File: src/rtl/core/wps_pkg.sv
package wps_pkg;

  // Table geometry
  localparam int SLOTS       = 28;
  localparam int WEIGHT_BITS = 8;
  localparam int ADDR_W      = $clog2(SLOTS);
  localparam int CNT_W       = $clog2(SLOTS + 1);

  // Field widths
  localparam int OP_W     = 2;
  localparam int WEIGHT_W = 8;
  localparam int SUM_W    = 13;
  localparam int SLOT_W   = 5;
  localparam int STAT_W   = 2;

  localparam logic [SUM_W-1:0]    SUM_MAX     = {SUM_W{1'b1}};
  localparam logic [WEIGHT_W-1:0] WEIGHT_MASK = WEIGHT_W'((1 << WEIGHT_BITS) - 1);

  // Operation codes
  localparam logic [OP_W-1:0] OP_RESTART = 2'd0;
  localparam logic [OP_W-1:0] OP_APPEND  = 2'd1;
  localparam logic [OP_W-1:0] OP_DRAW    = 2'd2;

  // Status codes
  localparam logic [STAT_W-1:0] STAT_OK    = 2'd0;
  localparam logic [STAT_W-1:0] STAT_EMPTY = 2'd1;
  localparam logic [STAT_W-1:0] STAT_RANGE = 2'd2;
  localparam logic [STAT_W-1:0] STAT_FULL  = 2'd3;

  typedef struct packed {
    logic [SLOT_W-1:0] slot_number;
    logic [SUM_W-1:0]  running_total;
    logic [STAT_W-1:0] status;
  } wps_res_t;

endpackage

File: src/rtl/core/weighted_prize_select.sv
// Channel | Handshake           | Fields                                          | Dir
// request | in_valid/in_ready   | in_operation, in_weight, in_random_value        | in
// result  | out_valid/out_ready | out_slot_number, out_running_total, out_status  | out
//
// One request at a time. Restart, append and draws that need no search (empty,
// out of range, single slot) go from idle straight to the response state;
// a searching draw first stays in the search state, one probe of the
// running-sum memory per cycle through its single read port.
// Reset (rst_n low, synchronous) empties the table; memory contents stay.
// A result waits in the output register while the next request is taken;
// a second result holds in the controller until out_ready frees the register.
module weighted_prize_select (
  input  logic                          clk,
  input  logic                          rst_n,
  input  logic                          in_valid,
  output logic                          in_ready,
  input  logic [wps_pkg::OP_W-1:0]      in_operation,
  input  logic [wps_pkg::WEIGHT_W-1:0]  in_weight,
  input  logic [wps_pkg::SUM_W-1:0]     in_random_value,
  output logic                          out_valid,
  input  logic                          out_ready,
  output logic [wps_pkg::SLOT_W-1:0]    out_slot_number,
  output logic [wps_pkg::SUM_W-1:0]     out_running_total,
  output logic [wps_pkg::STAT_W-1:0]    out_status
);
  import wps_pkg::*;

  logic              res_valid;
  logic              res_ready;
  wps_res_t          res;
  logic              mem_we;
  logic [ADDR_W-1:0] mem_waddr;
  logic [SUM_W-1:0]  mem_wdata;
  logic              mem_re;
  logic [ADDR_W-1:0] mem_raddr;
  logic [SUM_W-1:0]  mem_rdata;
  logic              out_valid_r;
  wps_res_t          out_res_r;

  wps_ctrl u_ctrl (
    .clk             (clk),
    .rst_n           (rst_n),
    .in_valid        (in_valid),
    .in_ready        (in_ready),
    .in_operation    (in_operation),
    .in_weight       (in_weight),
    .in_random_value (in_random_value),
    .res_valid       (res_valid),
    .res             (res),
    .res_ready       (res_ready),
    .mem_we          (mem_we),
    .mem_waddr       (mem_waddr),
    .mem_wdata       (mem_wdata),
    .mem_re          (mem_re),
    .mem_raddr       (mem_raddr),
    .mem_rdata       (mem_rdata)
  );

  wps_ram #(
    .DEPTH (SLOTS),
    .WIDTH (SUM_W)
  ) u_ram (
    .clk     (clk),
    .we      (mem_we),
    .waddr   (mem_waddr),
    .wdata   (mem_wdata),
    .re      (mem_re),
    .raddr   (mem_raddr),
    .rdata_r (mem_rdata)
  );

  // Output register: load when empty or being drained
  assign res_ready = !out_valid_r || out_ready;

  always_ff @(posedge clk) begin
    if (!rst_n) begin
      out_valid_r <= 1'b0;
    end else if (res_ready) begin
      out_valid_r <= res_valid;
    end
  end

  always_ff @(posedge clk) begin
    if (res_valid && res_ready) begin
      out_res_r <= res;
    end
  end

  assign out_valid         = out_valid_r;
  assign out_slot_number   = out_res_r.slot_number;
  assign out_running_total = out_res_r.running_total;
  assign out_status        = out_res_r.status;

endmodule

File: src/rtl/core/wps_ram.sv
module wps_ram #(
  parameter int DEPTH = 28,
  parameter int WIDTH = 13
) (
  input  logic                     clk,
  input  logic                     we,
  input  logic [$clog2(DEPTH)-1:0] waddr,
  input  logic [WIDTH-1:0]         wdata,
  input  logic                     re,
  input  logic [$clog2(DEPTH)-1:0] raddr,
  output logic [WIDTH-1:0]         rdata_r
);

  logic [WIDTH-1:0] mem [DEPTH];

  // Write port
  always_ff @(posedge clk) begin
    if (we) begin
      mem[waddr] <= wdata;
    end
  end

  // Registered read port
  always_ff @(posedge clk) begin
    if (re) begin
      rdata_r <= mem[raddr];
    end
  end

endmodule

File: src/rtl/core/wps_ctrl.sv
module wps_ctrl (
  input  logic                          clk,
  input  logic                          rst_n,
  input  logic                          in_valid,
  output logic                          in_ready,
  input  logic [wps_pkg::OP_W-1:0]      in_operation,
  input  logic [wps_pkg::WEIGHT_W-1:0]  in_weight,
  input  logic [wps_pkg::SUM_W-1:0]     in_random_value,
  output logic                          res_valid,
  output wps_pkg::wps_res_t             res,
  input  logic                          res_ready,
  output logic                          mem_we,
  output logic [wps_pkg::ADDR_W-1:0]    mem_waddr,
  output logic [wps_pkg::SUM_W-1:0]     mem_wdata,
  output logic                          mem_re,
  output logic [wps_pkg::ADDR_W-1:0]    mem_raddr,
  input  logic [wps_pkg::SUM_W-1:0]     mem_rdata
);
  import wps_pkg::*;

  localparam logic [1:0] S_IDLE   = 2'd0;
  localparam logic [1:0] S_SEARCH = 2'd1;
  localparam logic [1:0] S_RESP   = 2'd2;

  logic [1:0]        state_r, state_nxt;
  logic [SUM_W-1:0]  total_r, total_nxt;
  logic [CNT_W-1:0]  count_r, count_nxt;
  logic [ADDR_W-1:0] lo_r, lo_nxt;
  logic [ADDR_W-1:0] hi_r, hi_nxt;
  logic [ADDR_W-1:0] mid_r, mid_nxt;
  logic [SUM_W-1:0]  rnd_r, rnd_nxt;
  wps_res_t          res_r, res_nxt;

  logic [SUM_W:0]    sum_ext;
  logic [SUM_W-1:0]  sum_sat;
  logic              full;
  logic              empty;
  logic [ADDR_W-1:0] hi_first;
  logic [ADDR_W-1:0] mid_first;
  logic              go_left;
  logic [ADDR_W-1:0] lo_srch;
  logic [ADDR_W-1:0] hi_srch;
  logic [ADDR_W:0]   lh_sum;
  logic [ADDR_W-1:0] mid_srch;
  logic [ADDR_W:0]   slot_wide;

  // Saturating running sum for append
  assign sum_ext = {1'b0, total_r} + (SUM_W + 1)'(in_weight & WEIGHT_MASK);
  assign sum_sat = (sum_ext > {1'b0, SUM_MAX}) ? SUM_MAX : sum_ext[SUM_W-1:0];

  assign full  = (count_r >= CNT_W'(SLOTS));
  assign empty = (total_r == '0) || (count_r == '0);

  // First probe of a draw: lo = 0, hi = count - 1
  assign hi_first  = ADDR_W'(count_r - CNT_W'(1));
  assign mid_first = hi_first >> 1;

  // Narrow the search window from the probe just read
  assign go_left   = (rnd_r < mem_rdata);
  assign lo_srch   = go_left ? lo_r : mid_r + ADDR_W'(1);
  assign hi_srch   = go_left ? mid_r : hi_r;
  assign lh_sum    = {1'b0, lo_srch} + {1'b0, hi_srch};
  assign mid_srch  = lh_sum[ADDR_W:1];
  assign slot_wide = {1'b0, lo_srch} + (ADDR_W + 1)'(1);

  assign in_ready  = (state_r == S_IDLE);
  assign res_valid = (state_r == S_RESP);
  assign res       = res_r;

  assign mem_waddr = count_r[ADDR_W-1:0];
  assign mem_wdata = sum_sat;

  // Next-state logic
  always_comb begin
    state_nxt = state_r;
    total_nxt = total_r;
    count_nxt = count_r;
    lo_nxt    = lo_r;
    hi_nxt    = hi_r;
    mid_nxt   = mid_r;
    rnd_nxt   = rnd_r;
    res_nxt   = res_r;
    mem_we    = 1'b0;
    mem_re    = 1'b0;
    mem_raddr = mid_first;

    unique case (state_r)
      S_IDLE: begin
        if (in_valid) begin
          res_nxt.slot_number   = '0;
          res_nxt.running_total = total_r;
          res_nxt.status        = STAT_OK;
          state_nxt             = S_RESP;
          unique case (in_operation)
            OP_RESTART: begin
              total_nxt             = '0;
              count_nxt             = '0;
              res_nxt.running_total = '0;
            end
            OP_APPEND: begin
              if (full) begin
                res_nxt.status = STAT_FULL;
              end else begin
                mem_we                = 1'b1;
                total_nxt             = sum_sat;
                count_nxt             = count_r + CNT_W'(1);
                res_nxt.running_total = sum_sat;
              end
            end
            OP_DRAW: begin
              if (empty) begin
                res_nxt.status = STAT_EMPTY;
              end else if (in_random_value >= total_r) begin
                res_nxt.status = STAT_RANGE;
              end else if (hi_first == '0) begin
                // single loaded slot: it is the answer
                res_nxt.slot_number = SLOT_W'(1);
              end else begin
                mem_re    = 1'b1;
                lo_nxt    = '0;
                hi_nxt    = hi_first;
                mid_nxt   = mid_first;
                rnd_nxt   = in_random_value;
                state_nxt = S_SEARCH;
              end
            end
            default: begin
            end
          endcase
        end
      end
      S_SEARCH: begin
        lo_nxt = lo_srch;
        hi_nxt = hi_srch;
        if (lo_srch < hi_srch) begin
          // advance to the next probe
          mem_re    = 1'b1;
          mem_raddr = mid_srch;
          mid_nxt   = mid_srch;
        end else begin
          res_nxt.slot_number = SLOT_W'(slot_wide);
          state_nxt           = S_RESP;
        end
      end
      S_RESP: begin
        if (res_ready) begin
          state_nxt = S_IDLE;
        end
      end
      default: begin
        state_nxt = S_IDLE;
      end
    endcase
  end

  // Control state
  always_ff @(posedge clk) begin
    if (!rst_n) begin
      state_r <= S_IDLE;
      total_r <= '0;
      count_r <= '0;
    end else begin
      state_r <= state_nxt;
      total_r <= total_nxt;
      count_r <= count_nxt;
    end
  end

  // Search window and result payload
  always_ff @(posedge clk) begin
    lo_r  <= lo_nxt;
    hi_r  <= hi_nxt;
    mid_r <= mid_nxt;
    rnd_r <= rnd_nxt;
    res_r <= res_nxt;
  end

endmodule
File: config.mk
export PLATFORM = sky130hd
export DESIGN_NAME = weighted_prize_select
export DESIGN_NICKNAME = d
export VERILOG_FILES = /design/src/rtl/core/wps_pkg.sv /design/src/rtl/core/weighted_prize_select.sv /design/src/rtl/core/wps_ram.sv /design/src/rtl/core/wps_ctrl.sv
export SDC_FILE = /design/constraint.sdc
export NUM_CORES = 1
export LEC_CHECK = 0
export BUFFER_PORTS_ARGS = -buffer_cell sky130_fd_sc_hd__buf_4
export CELL_PAD_IN_SITES_DETAIL_PLACEMENT = 1
export CELL_PAD_IN_SITES_GLOBAL_PLACEMENT = 1
export CORE_MARGIN = 2
export CORE_UTILIZATION = 52
export DETAILED_ROUTE_END_ITERATION = 8
export HOLD_SLACK_MARGIN = 0.03
export PLACE_DENSITY = 0.89
export SLEW_MARGIN = 10
export SYNTH_ARGS = -nofsm -noshare
export SYNTH_HDL_FRONTEND = slang
export SYNTH_SLANG_ARGS = --single-unit
File: constraint.sdc
create_clock -name clk -period 6.6 [get_ports clk]
set_input_delay 0.99 -clock clk [delete_from_list [all_inputs] [get_ports clk]]
set_output_delay 0.99 -clock clk [all_outputs]
set_load 0.02 [all_outputs]
# Yosys cells after proc, flatten, opt, wreduce, memory -nomap -nowiden
# Memories as Yosys holds them, arrays and structs flattened. A register that Yosys moved wholly into a read port is not among the register bits.
# Cells that the tools add are included.
# word_totals
output_inout_bits	22
regBits	89
inputBits	27
memories	1
ramBits	364
elab_cells	120
# mem_list
memory	depth	width	rd	rd_clocked_by_memory_dff	wr	line	rtl
u_ram.mem	28	13	1	1	1	wps_ram.sv:14	logic [WIDTH-1:0] mem [DEPTH];
# classes
n_eq_ne	13
order_cmp	5
addsub	6
bitwise_logic	3
n_mux	60
reduce_logical	18
# op_table
operator	count
5-bit two-way mux	25
5-bit case mux with 2 select lines	5
13-bit two-way mux	2
13-bit case mux with 2 select lines	1
2-bit two-way mux	10
20-bit two-way mux	1
5-bit by 1-bit adder with 5-bit output, second input constant	3
13-bit by 8-bit adder with 14-bit output	1
14-bit by 13-bit greater-than comparator with 1-bit output, second input constant	1
13-bit greater-or-equal comparator	1
13-bit logical NOT	1
13-bit < comparator	1
1-bit two-way mux	13
2-bit != test, second input constant	6
6-bit AND reduction	2
5-bit logical NOT	2
7-bit AND reduction	1
5-bit by 5-bit adder with 6-bit output	1
2-bit by 1-bit != test with 1-bit output, second input constant	3
2-bit case mux with 3 select lines	1
3-bit AND reduction	2
5-bit greater-or-equal comparator, second input constant	1
5-bit < comparator	1
5-bit by 1-bit subtractor with 5-bit output, second input constant	1
12 further kinds	19

# Longest topological paths before layout
# Gate-level depths: netlist of the first run.
# depth
depth_word	8
mapped_depth	24
mapped_depth_nobuf	20

# Modules after synthesis
# From an unflattened synthesis of the first run, not the netlist that was laid out.
# hier_totals
hier_cells	1268
area_unflattened_um2	19912.8
# by_module_without_submodules
module	cells_per_inst	area_per_inst_um2	n_inst	seq_area_each_um2
wps_ram	747	14624.0	1	11320.9
wps_ctrl	496	4630.7	1	1841.8
weighted_prize_select	25	658.1	1	620.6

# Worst setup path before layout of the first run
# Ideal clock, no wire load.
# synth_timing
path_kind	register -> register
from	register u_ctrl.rnd_r[12]
to	register u_ram.rdata_r[11] (read register of u_ram.mem) (data pin)
slack_ns	1.543
synth_period_minus_slack_ns	5.057
t_arrival_ns	4.797
stages_incl_launch_ff	20
path_cell_list	edfxtp_1 > ha_1 > nand4_1 > nor3_1 > a2111oi_4 > nand2_2 > buf_1 > mux2i_1 > inv_1 > ha_1 > nand2b_1 > or3_1 > a31oi_1 > nor3_4 > mux2i_2 > buf_6 > mux4_2 > a22oi_1 > nand3_1 > nor3b_1
# synth_via
elab_chain_len	5
elab_cells_between_ends	9
# synth_lines
item	line	rtl
start, declared	wps_ctrl.sv:31	logic [SUM_W-1:0] rnd_r, rnd_nxt;
start signal, assigned	wps_ctrl.sv:174	rnd_r <= rnd_nxt;
13-bit < comparator *	wps_ctrl.sv:59	assign go_left = (rnd_r < mem_rdata);
5-bit two-way mux (on tied branches)	wps_ctrl.sv:60, wps_ctrl.sv:61	
5-bit < comparator / 5-bit by 5-bit adder with 6-bit output (equally long branches)	wps_ctrl.sv:135, wps_ctrl.sv:62	
1-bit two-way mux / 5-bit two-way mux (equally long branches)	wps_ctrl.sv:135	if (lo_srch < hi_srch) begin
1-bit case mux with 2 select lines / 5-bit two-way mux (equally long branches)	wps_ctrl.sv:87	unique case (state_r)
end, declared	wps_ram.sv:11	output logic [WIDTH-1:0] rdata_r
# Mark *: on every way between the ends. The rest lies on a longest branch, timed or not.
# A chain may end at the register's enable or synchronous reset.

# Worst setup path in the final report of the first run
# layout_timing
from	register u_ram.rdata_r[12] (read register of u_ram.mem)
to	register u_ram.rdata_r[10] (read register of u_ram.mem) (data pin)
# layout_via
elab_chain_len	5
elab_cells_between_ends	9
# layout_lines
item	line
13-bit < comparator *	wps_ctrl.sv:59
5-bit two-way mux (on tied branches)	wps_ctrl.sv:60, wps_ctrl.sv:61
5-bit < comparator / 5-bit by 5-bit adder with 6-bit output (equally long branches)	wps_ctrl.sv:135, wps_ctrl.sv:62
1-bit two-way mux / 5-bit two-way mux (equally long branches)	wps_ctrl.sv:135
1-bit case mux with 2 select lines / 5-bit two-way mux (equally long branches)	wps_ctrl.sv:87
# Marked as above.

==> metrics.txt, run 1 <==
Worst-path clk slew 0.06 ns; Worst Tran Pin Value 1.229 ns; Nets 1582; Compound-Gate Fraction of Synth Area 8.343%; CP Data Required Time 6.93 ns; worst r2r dst u_ram.rdata_r[10]; CTS sink count 466; CP Max Fanout 23; R2R depth 20; area delta synth->final 13.48%; RSZ-0062 raised after global routing no; row count 71; post-layout min period 6.325 ns; hold path start u_ctrl.res[15]; die area 0.03967 mm2; Ports 49; Synthesized Nets 1508; final WL 58920 um; Max IR drop VDD 258.8 uV; number of detailed-route iterations in the first pass 5; post-detail-place hpwl 37690 um; clock latency on the worst-skew pair 0.62 ns; chip height 199.2 um; Leakage 7.825 nW; worst reg2reg startpoint u_ram.rdata_r[12]; cts bufs inserted 49; multiplexer share of the synthesized area 4.270%; first-pass GRT wire length 88310 um; worst slack, placed 0.07095 ns; initial drt markers 1331; pwr/cell area 283.9 mW/mm2; Mapped Area 0.01981 mm2; drt via density 6.456; Total Routing Usage GR 30.50%; warnings from Yosys 0; port buffer count 48; final setup violation count 0; CP endpoint kind register; Mean Syn Cell Area 13.87 um2; Post-route DRC 0; CORE AREA 0.03758 mm2; most used flip-flop cell after synthesis edfxtp_1; htree depth 2; grt ovf 0; DRT antenna net count 0; Placed Instances 1961; cells after synthesis 1428; crit path kind reg -> reg; max-slew violations 0; register area share after synthesis 69.58%; Max Cap Viol 0; CTS root buf clkbuf_16; setup tns final 0 ns; Synth Area in XOR/XNOR 1.061%; Slew HR 18.08%; Synth Area in Adders 3.423%; FILL cells 3527; count of cell types in the netlist 63; fin cells 2054; clk_skew 0.02295 ns; Async SR Flop Fraction 0%; run status finished clean; routed wire length per instance 28.68 um; Hold Buf Count CTS 0; crit start category register; initial antenna violation count 1; pin count of the biggest net entering global routing 93; reg-to-reg setup timing slack 0.28 ns; CTS Buffer Depth 3; Post-synth EDFFs 445; register bit count reported by yosys 466; simple-gate share of the synthesized area 10.75%; routability cong. 0.8967; worst setup margin 0.2750 ns; Die Wd 199.2 um; Vias 13260; initial core utilization 52.72%; Hold EP out_slot_number[0]; Hold Crit Class reg -> reg; WP data arrival 6.66 ns; CTS tree yes; layout cells sized above 1 14.00%; main combinational cell family by area after synthesis simple AND/OR/NAND/NOR gates; antenna fix cells 0; vias in the first global route 14140; Tcrit/Tclk final 95.83%; f_max 0.1581 GHz; Final Hold Viols 0; Worst Hold Path Cells 0
registers in the layout, indices dropped and copies added (netlist names), 5 cells and up:
name,flops
u_ctrl.hi_r,5
out_slot_number,5
u_ctrl.total_r,13
u_ram.rdata_r,13
out_running_total,13
u_ctrl.lo_r,5
u_ctrl.res,20
u_ctrl.mid_r,5
u_ctrl.rnd_r,13
u_ctrl.mem_waddr,5
u_ram.mem,364
synthesized netlist by cell type, drive strengths merged, types with 22 or more instances:
| cell type | n | share of area (%) |
|---|---|---|
| buf | 35 | 1.0 |
| inv | 55 | 1.0 |
| clkbuf | 26 | 0.49 |
| nand3 | 103 | 2.6 |
| ha | 51 | 3.2 |
| nor2 | 81 | 1.5 |
| a21oi | 70 | 1.8 |
| nand2 | 219 | 4.2 |
| o22ai | 22 | 0.69 |
| o21ai | 22 | 0.56 |
| mux4 | 26 | 3.0 |
| edfxtp | 445 | 67 |
| a32oi | 22 | 0.97 |
metrics by stage:
stage / cell area, um2 / utilization, % / total power, mW / hold WS [ns]
3_5_place_dp: 20880 / 55.56 / 3.721 / 0.4079
5_1_grt: 22480 / 59.83 / 6.518 / 0.4262
4_1_cts: 22440 / 59.73 / 6.383 / 0.4196
2_1_floorplan: 19810 / - / 3.573 / 0.4003
6_report: 22480 / 59.83 / 6.383 / 0.4180
3_3_place_gp: 20880 / 55.56 / 3.691 / 0.4012
layout by cell type (no fill, tap or decap), types with 9 or more instances in the layout:
cell / count
a21oi_1: 70
buf_4: 80
o21ai_0: 20
xor2_1: 9
nand3_1: 102
dfxtp_1: 21
a22oi_1: 21
edfxtp_1: 445
clkbuf_1: 12
clkinv_1: 15
a22o_1: 10
nor3_1: 9
nor2_1: 71
inv_1: 55
ha_1: 51
nand2_1: 218
o21a_1: 9
a32oi_1: 22
and2_1: 18
a211oi_1: 10
mux4_2: 26
mux2i_1: 12
xnor2_1: 15
nor2_2: 10
clkbuf_16: 49
o22ai_1: 22
logic make-up (layout without fill, tap and decap cells):
logic type,count (synthesis),in the layout
and+or+nand+nor,477,477
adders and majority gates,53,53
DFF,466,466
buffers and inverters,117,232
AOI/OAI and AO/OA,241,241
muxes,50,50
xor gates and xnor gates,24,24
repair_timing:
action	CTS	global route
setup endpoints to repair	1	11
resized for setup	0	9
buffers inserted	1	0
hold endpoints to repair	0	0
power by group:
| group | total [mW] | internal [mW] | switching, mW |
|---|---|---|---|
| logic | 0.376 | 0.108 | 0.268 |
| clock network | 2.71 | 1.51 | 1.20 |
| registers | 3.30 | 3.29 | 0.0101 |
| total | 6.38 | 4.90 | 1.48 |
worst max-delay path by stage:
| stage | startpoint | endpoint | slack, ns | depth (start not counted) |
|---|---|---|---|---|
| 3_5_place_dp | u_ram.rdata_r[10] | u_ram.rdata_r[9] | 0.07 | 21 |
| 4_1_cts | u_ram.rdata_r[10] | u_ram.rdata_r[9] | 0.11 | 19 |
| 5_1_grt | u_ram.rdata_r[12] | u_ram.rdata_r[9] | 0.01 | 21 |
| 3_3_place_gp | u_ram.rdata_r[10] | u_ram.rdata_r[9] | 0.41 | 21 |
| 2_1_floorplan | u_ctrl.rnd_r[12] | u_ram.rdata_r[11] | 1.54 | 19 |
| 6_report | u_ram.rdata_r[12] | u_ram.rdata_r[10] | 0.28 | 20 |
metal layers:
layer	part of all wire [%]	GRT usage, %	vias to the layer above	routed length (um)
met5	0.022	0	-	13
li1	-	-	5543	-
met3	8.6	5.468	193	5040
met4	4.6	14.37	2	2694
met2	50	51.31	790	29630
met1	37	38.55	6733	21540
layout make-up:
| cell class | instances | area, um2 | share of cell area [%] |
|---|---|---|---|
| clock inverters | 30 | 272.8 | 1.213 |
| well taps | 511 | 639.4 | 2.844 |
| clock buffers | 62 | 1285 | 5.716 |
| flip-flops and latches | 466 | 13780 | 61.31 |
| repair buffers | 84 | 671.9 | 2.989 |
| inverters | 56 | 210.2 | 0.9350 |
| multi-input cells | 845 | 5619 | 24.99 |
worst max-delay path, cell delays in order, from the launching register on:
cell,delay (ns)
edfxtp_1,0.35
inv_1,0.05
ha_1,0.38
nand4_1,0.20
nor2_1,0.34
o2111ai_1,0.38
nand2_4,0.34
mux2i_1,0.36
inv_1,0.09
ha_1,0.38
nand2b_1,0.22
or3_1,0.32
a31oi_1,0.33
nor3_4,0.07
buf_4,0.28
mux2i_4,0.27
buf_4,0.25
nor3_1,0.72
nand3_1,0.21
o22ai_1,0.34
a211oi_1,0.15
No activity file was read; power rests on OpenSTA's default activity.
==> inputs of run 2 (changes only) <==
ABC_AREA = 1   (was default)
CORE_UTILIZATION = 50   (was 52)
PLACE_DENSITY = 0.9   (was 0.89)
==> run 2 against run 1 <==
Against the previous run:
- synthesized cell count rose by 49%
- die area increased by 12%
- first-iteration DRC count is 34% higher
- hold slack hardly changed
- wire length increased by 23%
- power up 9.0%
- highest routed layer is now met4
==> metrics.txt, run 2 <==
Slew HR 11.96% (-6.1 points); register bit count reported by yosys 466 (unchanged); hold slack final 0.4181 ns (+0.0001390 ns); Hold Crit Class reg -> reg; Total Routing Usage GR 32.44% (+1.9 points); clock share of power 41.2% (-1.3 points); max reg flops 364 (unchanged); CP Data Required Time 6.91 ns (-0.02 ns); multi-input combinational cell area 0.005789 mm2 (+3.0%); Internal Power 5.159 mW (+5.2%); sequential share of power 47.6% (-4.1 points); Nets 2265 (+43%); Post-synth EDFFs 445 (unchanged); most common cell after layout, fill and taps aside nand2_1; post-synth top area share 62.23% (-5.2 points); Max IR drop VDD 178.5 uV (-31%); CTS tree yes; FILL cells 4509 (+28%); initial drt markers 1788 (+34%); largest register by flop count u_ram.mem; DRT antenna net count 0 (unchanged); RSZ-0062 raised after global routing no; Max Cap Viol 0 (unchanged); Yosys top cell by area edfxtp_1; layout cells sized above 1 8.686% (-5.3 points); cts repair resizes 0 (unchanged); Tcrit/Tclk final 95.03% (-0.80 points); Synthesized Nets 2209 (+46%); Mean Syn Cell Area 10.09 um2 (-27%); CTS sink count 466 (unchanged); pin count of the biggest net entering global routing 79 (-15%); final WL 72200 um (+23%); grt ovf 0 (unchanged); f_max 0.1594 GHz (+0.84%); WP data arrival 6.58 ns (-0.08 ns); CORE AREA 0.04213 mm2 (+12%); commonest non-fill, non-tap cells in the layout nand2_1, edfxtp_1, inv_1, nand3_1, buf_4; count leader, synth nand2_1; Mapped Area 0.02147 mm2 (+8.4%); most frequent cells after synthesis nand2_1, edfxtp_1, inv_1; first-pass GRT wire length 108000 um (+22%); Leakage 10.24 nW (+31%); cts bufs inserted 49 (unchanged); routed wire length per instance 26.15 um (-8.8%); Post-route DRC 0 (unchanged); cells after synthesis 2129 (+49%); crit path kind reg -> reg; drt via density 6.092 (-5.6%); Final Hold Viols 0 (unchanged); number of detailed-route iterations in the first pass 6 (+1); NetSw 1.795 mW (+21%); Async SR Flop Fraction 0% (unchanged); combinational power share 11.2% (+5.3 points); Vias 16820 (+27%); vias in the first global route 18210 (+29%); antenna fix cells 0 (unchanged); initial core utilization 50.97% (-1.8 points); Crit-path slowest cell nor4_1; clk_skew 0.02842 ns (+0.005467 ns); chip height 211.2 um (+6.1%); initial antenna violation count 0 (-1); Post-CTS Setup Bufs 0 (-1); largest cells by area after synthesis edfxtp_1, nand2_1, nand3_1, inv_1, ha_1; crit start category register; crit-path leading delay family simple AND/OR/NAND/NOR gates; row count 75 (+5.6%); CP max stage delay 0.68 ns (-0.04 ns); register area share after synthesis 64.18% (-5.4 points); CP Max Fanout 47 (+100%); CP endpoint kind register; post-detail-place hpwl 42050 um (+12%); setup tns final 0 ns (unchanged); routability cong. 0.8713 (-2.8%); count of cell types in the netlist 40 (-37%); port buffer count 48 (unchanged); Sw Ratio 25.82% (+2.6 points); Hold Buf Count CTS 0 (unchanged); Seq. cell area 0.01378 mm2 (unchanged); die area 0.04462 mm2 (+12%); htree depth 2 (unchanged); Critical Path Most Common Cell nand2_1; final setup violation count 0 (unchanged); Worst-path clk slew 0.07 ns (about the same); clock latency on the worst-skew pair 0.60 ns (-0.02 ns); Worst Path Buf+Inv 4 (unchanged); max-slew violations 0 (unchanged); warnings from Yosys 0 (unchanged); CTS Buffer Depth 3 (unchanged); CTS root buf clkbuf_16; Die Wd 211.2 um (+6.1%); most used flip-flop cell after synthesis edfxtp_1; pwr/cell area 288.5 mW/mm2 (+1.6%); run status finished clean; area delta synth->final 12.25%; post-layout min period 6.272 ns (-0.05275 ns); Ports 49 (unchanged); Worst Tran Pin Value 1.316 ns (+0.08691 ns)
[run 2: worst reg2reg max path: cells and delay by family, from the launching register on]
kind                       cells  cell delay [ns]
buffers and inverters          4             0.89
DFF                            1             0.40
and+or+nand+nor               18             3.72
AOI/OAI and AO/OA              1             0.35
adders and majority gates      2             0.63
[run 2: logic make-up after synthesis]
| logic type | count (synthesis) | share of synthesized area, % |
|---|---|---|
| buffers and inverters | 495 | 9.171 |
| DFF | 466 | 64.18 |
| adders and majority gates | 53 | 3.158 |
| AOI/OAI and AO/OA | 92 | 2.354 |
| and+or+nand+nor | 1007 | 20.48 |
| xor gates and xnor gates | 16 | 0.6525 |
[run 2: path summary, 6_finish.rpt]
kind              slack, ns         startpoint                    to  depth (start not counted)
setup / recovery       0.33  u_ram.rdata_r[10]      u_ram.rdata_r[0]                         25
hold / removal         0.42      u_ctrl.res[7]  out_running_total[5]                          0
setup reg to reg       0.33  u_ram.rdata_r[10]      u_ram.rdata_r[0]                         25
hold reg to reg        0.42      u_ctrl.res[7]  out_running_total[5]                          0
[run 2: area by class of cell]
type	instances	share of cell area (%)
flip-flops and latches	466	57.18
multi-input cells	1168	24.02
inverters	411	6.400
clock buffers	59	5.243
repair buffers	89	2.979
well taps	539	2.798
clock inverters	29	1.381
[run 2: metal layers]
| metal | track usage [%] | share of wire (%) |
|---|---|---|
| met1 | 38.01 | 36 |
| met2 | 55.92 | 50 |
| met3 | 5.516 | 8.1 |
| met4 | 19.69 | 6.3 |
| met5 | 0 | 0 |
[run 2: power by group through the flow]
stage	Clock (mW)	Combinational, mW	Sequential [mW]
after floorplan	0	0.444	3.38
after global placement	0	0.684	3.37
after detailed placement	0	0.730	3.37
after CTS	2.86	0.762	3.31
after global routing	2.95	0.825	3.31
final	2.86	0.781	3.31
[run 2: through the flow]
step                instances  instance area [um2]  power (mW)  setup slack (ns)  util [%]
floorplan                2129                21470       3.820             2.583         -
global placement         2673                22490       4.052             1.134     53.37
detailed placement       2673                22490       4.101            0.7394     53.38
CTS                      2761                24090       6.930            0.3996     57.17
global route             2761                24100       7.084           0.08704     57.21
finish                   2761                24100       6.955            0.3278     57.21
